==> config.mk <==
export PLATFORM = sky130hd
export DESIGN_NAME = vtv_front
export DESIGN_NICKNAME = d
export VERILOG_FILES = /design/src/sv/vtv_pkg.sv /design/src/sv/vtv_front.sv
export SDC_FILE = /design/constraint.sdc
export NUM_CORES = 1
export LEC_CHECK = 0
export BUFFER_PORTS_ARGS = -buffer_cell sky130_fd_sc_hd__buf_2
export CORE_MARGIN = 4
export CORE_UTILIZATION = 51
export DETAILED_ROUTE_END_ITERATION = 16
export PLACE_DENSITY = 0.79
export REMOVE_ABC_BUFFERS = 1
export SLEW_MARGIN = 10
export SYNTH_ARGS = -nofsm -noshare
export SYNTH_HDL_FRONTEND = slang
export SYNTH_SLANG_ARGS = --single-unit
==> constraint.sdc <==
create_clock -name clk -period 4 [get_ports clk]
set_input_delay 0.2 -clock clk [delete_from_list [all_inputs] [get_ports clk]]
set_output_delay 0.2 -clock clk [all_outputs]
set_load 0.005 [all_outputs]
==> src/sv/vtv_pkg.sv <==
package vtv_pkg;

    localparam logic OP_XFORM = 1'b0;
    localparam logic OP_LOAD  = 1'b1;

    localparam logic [1:0] SEL_MODEL = 2'd0;
    localparam logic [1:0] SEL_VIEW  = 2'd1;
    localparam logic [1:0] SEL_PROJ  = 2'd2;

    localparam logic [1:0] KIND_WORLD  = 2'd0;
    localparam logic [1:0] KIND_CLIP   = 2'd1;
    localparam logic [1:0] KIND_NORMAL = 2'd2;
    localparam logic [1:0] KIND_SCREEN = 2'd3;

    localparam logic CFG_VP_WIDTH  = 1'b0;
    localparam logic CFG_VP_HEIGHT = 1'b1;

    localparam int QDEPTH = 4;
    localparam int QPTR_W = 2;

    // fixed latencies of the square root and divider pipelines
    localparam int SQRT_LAT = 32;
    localparam int DIV_LAT  = 33;

    typedef enum logic {
        CMD_XFORM,
        CMD_LOAD
    } cmd_t;

    typedef struct packed {
        logic              op;
        logic [1:0]        matrix_select;
        logic [3:0]        entry_index;
        logic signed [31:0] entry_value;
        logic signed [31:0] pos_x;
        logic signed [31:0] pos_y;
        logic signed [31:0] pos_z;
        logic signed [31:0] norm_x;
        logic signed [31:0] norm_y;
        logic signed [31:0] norm_z;
    } in_item_t;

    typedef struct packed {
        logic [1:0]         kind;
        logic signed [31:0] val_a;
        logic signed [31:0] val_b;
        logic signed [31:0] val_c;
        logic signed [31:0] val_d;
        logic               last;
    } out_item_t;

    typedef struct packed {
        cmd_t     cmd;
        in_item_t item;
    } qentry_t;

endpackage

==> src/sv/vtv_front.sv <==
module vtv_front
(
    input  logic              clk,
    input  logic              rst_n,
    input  logic              in_valid,
    output logic              in_ready,
    input  vtv_pkg::in_item_t in_data,
    output logic              q_valid,
    output vtv_pkg::qentry_t  q_entry,
    input  logic              q_pop
);

    vtv_pkg::qentry_t            qmem_reg [0:vtv_pkg::QDEPTH-1];
    logic [vtv_pkg::QPTR_W-1:0]  wr_ptr_reg, wr_ptr_next;
    logic [vtv_pkg::QPTR_W-1:0]  rd_ptr_reg, rd_ptr_next;
    logic [vtv_pkg::QPTR_W:0]    cnt_reg, cnt_next;
    logic                        accept;
    logic                        push;
    vtv_pkg::cmd_t               cmd;
    logic                        keep;

    assign in_ready = (cnt_reg != (vtv_pkg::QPTR_W + 1)'(vtv_pkg::QDEPTH));
    assign accept   = in_valid && in_ready;

    // classify: loads to a nonexistent matrix are dropped here
    always_comb
    begin
        cmd  = vtv_pkg::CMD_XFORM;
        keep = 1'b1;
        unique case (in_data.op)
            vtv_pkg::OP_LOAD:
            begin
                cmd  = vtv_pkg::CMD_LOAD;
                keep = (in_data.matrix_select == vtv_pkg::SEL_MODEL) ||
                       (in_data.matrix_select == vtv_pkg::SEL_VIEW) ||
                       (in_data.matrix_select == vtv_pkg::SEL_PROJ);
            end
            default:
            begin
                cmd  = vtv_pkg::CMD_XFORM;
                keep = 1'b1;
            end
        endcase
    end

    assign push    = accept && keep;
    assign q_valid = (cnt_reg != '0);
    assign q_entry = qmem_reg[rd_ptr_reg];

    always_comb
    begin
        wr_ptr_next = push ? wr_ptr_reg + 1'b1 : wr_ptr_reg;
        rd_ptr_next = q_pop ? rd_ptr_reg + 1'b1 : rd_ptr_reg;
        cnt_next    = cnt_reg;
        if (push && !q_pop)
        begin
            cnt_next = cnt_reg + 1'b1;
        end
        else if (!push && q_pop)
        begin
            cnt_next = cnt_reg - 1'b1;
        end
    end

    always_ff @(posedge clk or negedge rst_n)
    begin
        if (!rst_n)
        begin
            wr_ptr_reg <= '0;
            rd_ptr_reg <= '0;
            cnt_reg    <= '0;
        end
        else
        begin
            wr_ptr_reg <= wr_ptr_next;
            rd_ptr_reg <= rd_ptr_next;
            cnt_reg    <= cnt_next;
        end
    end

    always_ff @(posedge clk)
    begin
        if (push)
        begin
            qmem_reg[wr_ptr_reg] <= '{cmd: cmd, item: in_data};
        end
    end

endmodule

Yosys cells after proc, flatten, opt, wreduce, memory -nomap -nowiden

Memories as Yosys holds them, arrays and structs flattened.
Cells that the tools add are included.

Logic and storage cells: 28
Bits in writable memories: 928
Memories: 1
Output and inout bits: 234
Register bits: 7

Memory list:

| memory   | depth | width | read ports | clocked after memory_dff | wr ports | line            | RTL |
|---|---|---|---|---|---|---|---|
| qmem_reg | 4     | 232   | 1          | 0                        | 1        | vtv_front.sv:13 | `vtv_pkg::qentry_t qmem_reg [0:vtv_pkg::QDEPTH-1];` |

$add $sub $neg: 4
Eq/ne operators: 3
Reductions and logical operators: 11
Mux-type cells: 6

Operators by type and width:

| operator            | count |
|---|---|
| $mux 3              | 2 |
| $add 2x1->2 const B | 2 |
| $logic_and 1x1->1   | 4 |
| $mux 1              | 4 |
| $add 3x1->3 const B | 1 |
| $ne 3x3->1 const B  | 1 |
| $reduce_bool 3->1   | 1 |
| $sub 3x1->3 const B | 1 |
| $eq 2x1->1 const B  | 1 |
| $eq 2x2->1 const B  | 1 |
| $logic_not 1->1     | 2 |
| $logic_not 2->1     | 1 |
| $logic_or 1x1->1    | 2 |
| $reduce_bool 2->1   | 1 |

Longest topological paths before layout

Depth in word-level cells: 9
Depth in mapped cells: 9
Mapped depth without buffers: 8

Least setup slack after synthesis

No wires, ideal clock.

Path type: register -> register
From: register cnt_reg[2] (netlist bit)
To: memory qmem_reg[0][0] (netlist bit), enable pin
Stages on the path, launching flop included: 5
Arrival time: 3622 ps
Path buffers: 1
Setup slack: -116 ps
Clock period less this slack: 4116 ps
Setup time: 494 ps
Path through: dfrtp_1 -> or3b_1 -> and3_1 -> buf_6 -> and2_2

Cells in the longest elaborated chain, start to end: 5

RTL lines:

| what                         | line            | RTL |
|---|---|---|
| start, declared              | vtv_front.sv:16 | `logic [vtv_pkg::QPTR_W:0] cnt_reg, cnt_next;` |
| start signal, assigned       | vtv_front.sv:77 | `cnt_reg <= cnt_next;` |
| $ne 3x3->1                   | vtv_front.sv:22 | `assign in_ready = (cnt_reg != (vtv_pkg::QPTR_W + 1)'(vtv_pkg::QDEPTH));` |
| via in_ready                 | vtv_front.sv:6  | `output logic in_ready,` |
| $logic_and 1x1->1            | vtv_front.sv:23 | `assign accept = in_valid && in_ready;` |
| $logic_and 1x1->1            | vtv_front.sv:46 | `assign push = accept && keep;` |
| via push                     | vtv_front.sv:18 | `logic push;` |
| $mux 1                       | vtv_front.sv:83 | `if (push)` |
| $mux 1 (not written as such) | vtv_front.sv:85 | `qmem_reg[wr_ptr_reg] <= '{cmd: cmd, item: in_data};` |
| end, declared                | vtv_front.sv:13 |  |

The timed path passes the listed nets, and every way through them passes these cells.

==> flow_metrics.py <==
metrics = {
    "hold_path": {
        "worstHoldEndpoint": "wr_ptr_reg[0]",
        "whs_path_depth": 3,
        "holdCritPathClass": "in -> reg",
        "holdCritStartpoint": "in_valid",
    },
    "job": {
        "max-cap-violations": 0,
    },
    "setup_path": {
        "r2r-end": "qmem_reg[0][211]",
        "critPathRequiredTime_ps": 3800,
        "ff2ff_path_depth": 4,
        "critPathCaptureType": "output port",
        "cp-start-kind": "register",
        "timing.reg2reg.setup_slack_ps": 1490,
        "worstReg2RegStart": "cnt_reg[2]",
        "crit_type": "reg -> out",
        "critical_path_arrival_ps": 2800,
        "cp_max_fo": 28,
    },
    "finish": {
        "fillers": 4002,
        "drive_above_1_share_pct": 41.6,
        "synth_to_layout_area_growth_pct": 26.1,
        "final_nets": 2269,
        "finish.instance_area_um2": 42500,
        "largest_reg_flops": 924,
        "most-common-layout-cells": "edfxtp_1 (924), buf_2 (468), dlygate4sd3_1 (234), mux4_2 (231), clkbuf_16 (90)",
        "layout_commonest_cell": "edfxtp_1",
    },
    "clocking": {
        "cts_setup_buffers": 0,
        "clkLatencyLatePin_ps": 630,
        "cts_root_buffer": "clkbuf_16",
        "numCtsBuffers": 90,
        "cts.path.max_buffers": 3,
        "clock_sinks": 931,
        "tritoncts": "yes",
        "cts-htree-levels": 3,
        "clkTransAtPathRegs_ps": 60,
    },
    "logic_synthesis": {
        "yosys_warning_total": 0,
        "yosysUniqueCellTypes": 21,
        "synth_area_um2": 33700,
        "synth-seq-area-share_pct": 82.9,
        "total_of_flip_flops_plus_latches_after_synthesis": 931,
        "postSynthCellCount": 1244,
        "syn-mean-instance-area_um2": 27.1,
    },
    "sta": {
        "finalSetupViolations": 0,
        "tmin_final_ps": 3000,
        "final_hold_viol_count": 0,
        "rsz0062_at_grt": "false",
        "relSlewSlack_pct": 35.6,
        "achievable-frequency_mhz": 334,
        "final.period_utilization_pct": 74.9,
        "layout_setup_ws_ps": 1000,
        "final.setup_skew_ps": 24.9,
        "worst-slew-pin-transition_ps": 966,
        "fin_tns_setup_ps": 0,
        "final_max_slew_viol_count": 0,
    },
    "pwr": {
        "power.ir.vdd_worst_v": 0.000524,
        "p_leak_uw": 0.0146,
        "combPwrFrac_pct": 27.9,
        "sw_frac_of_total_pct": 28.2,
        "powerDensity_nw_per_um2": 696,
        "cellInternalPower_uw": 21200,
        "pwr-share-clk_pct": 27.1,
        "netSwitchingPower_uw": 8350,
        "power.sequential.fraction_pct": 45.0,
    },
    "route": {
        "detail_route.iter0.violations": 1741,
        "detail_route.vias_per_cell": 5.59,
        "drt.antenna.violating_nets": 0,
        "wire_per_inst_um": 26.1,
        "num_vias": 16540,
        "firstDrtPassIters": 5,
        "wirelength_um": 77300,
        "post-route-drc-count": 0,
    },
    "die": {
        "floorplan.io_pins": 469,
        "design.die.area_um2": 70200,
        "fp.dieW_um": 265,
        "die_height_um": 265,
        "fp.coreArea_um2": 64900,
        "initial_utilization_pct": 51.9,
        "floorplan.rows": 93,
    },
    "global_route": {
        "grt_use_total_pct": 22.2,
        "grt_max_degree": 79,
        "globalRouteOverflowTotal": 0,
        "antenna_violations_before_repair": 9,
        "grt_pass1_vias": 18418,
        "grt_first_pass_wirelength_um": 117000,
    },
    "placed_design": {
        "placement.cell_area_um2": 37300,
        "place_congestion": 0.767,
        "dp_hpwl_um": 44000,
        "dp_worst_slack_ps": 1420,
        "port_buffers": 468,
    },
    "run_status": {
        "result_of_the_run": "finished, final reports clean",
    },
}
-- critical path, stage by stage (launching register included) --
cell     delay (ps)
dfrtp_4         820
buf_4           520
mux4_2          640
buf_2           160
-- timing repair --
action,CTS,global route
hold buffers,234,0
gates resized for setup,0,0
endpoints found under the hold margin,933,0
-- how the worst max path moves through the flow --
stage,from,endpoint,slack (ps)
final,rd_ptr_reg[0],q_entry[0],1000
after global routing,rd_ptr_reg[0],q_entry[0],830
after CTS,rd_ptr_reg[0],q_entry[211],970
after detailed placement,cnt_reg[0],qmem_reg[0][229],1420
after global placement,cnt_reg[2],qmem_reg[1][73],1490
after floorplan,rd_ptr_reg[0],q_entry[230],-5850
-- final cells by class --
class / instances / area [um^2] / area share, %
sequential: 931 / 27900 / 65.8
multi-input combinational: 255 / 5430 / 12.8
timing repair buffer: 746 / 5230 / 12.3
clock buffer: 116 / 2350 / 5.53
tap: 855 / 1070 / 2.52
clock inverter: 44 / 427 / 1.00
antenna: 7 / 17.5 / 0.0412
inverter: 4 / 15.0 / 0.0354
-- metal layers --
layer | global-route usage [%] | wire length (um)
met5 | 0 | 13
met4 | 8.18 | 2540
met3 | 5.47 | 5710
met2 | 39.1 | 42000
met1 | 26.7 | 27100
-- synth_stat cells --
cell	count	share of area, %
xor2_1	3	0.078
nand3_1	1	0.015
ha_1	5	0.19
xnor2_1	3	0.078
mux4_2	231	15
and2_2	4	0.089
or3_2	1	0.022
mux2_2	1	0.033
nor2_1	1	0.011
mux2_4	1	0.045
buf_2	24	0.36
clkbuf_1	10	0.11
buf_6	1	0.033
fa_1	1	0.059
inv_1	4	0.045
dfrtp_1	7	0.52
buf_4	19	0.42
nand2_1	1	0.011
or3b_1	1	0.026
and3_1	1	0.019
edfxtp_1	924	82
-- kinds of logic (layout without fill, tap and decap cells) --
kind of cell	after synthesis	after routing	synth area share [%]
fa+ha+maj	6	6	0.245
xor+xnor	6	6	0.156
simple gates	10	10	0.193
buf+inv	58	910	0.970
flops	931	931	82.9
other cells	0	7	0
mux	233	233	15.5
-- power by group through the flow --
stage / combinational, uW / clock (uW) / sequential, uW
after global placement: 7970 / 0 / 13300
after detailed placement: 8050 / 0 / 13400
after floorplan: 3750 / 0 / 13800
after global routing: 8820 / 8660 / 13400
final: 8250 / 8020 / 13300
after CTS: 8330 / 8120 / 13300
-- stage by stage --
stage                     hold slack [ps]  utilization, %  total power, uW  cells
after floorplan                     -95.6               -            17500   1190
final                                 130            65.4            29600   2958
after global routing                  122            65.4            30900   2957
after CTS                            86.0            65.4            29700   2951
after detailed placement             46.1            57.5            21500   2557
after global placement               43.4            57.5            21300   2557
Note: power is estimated with default switching activity, not from simulation.
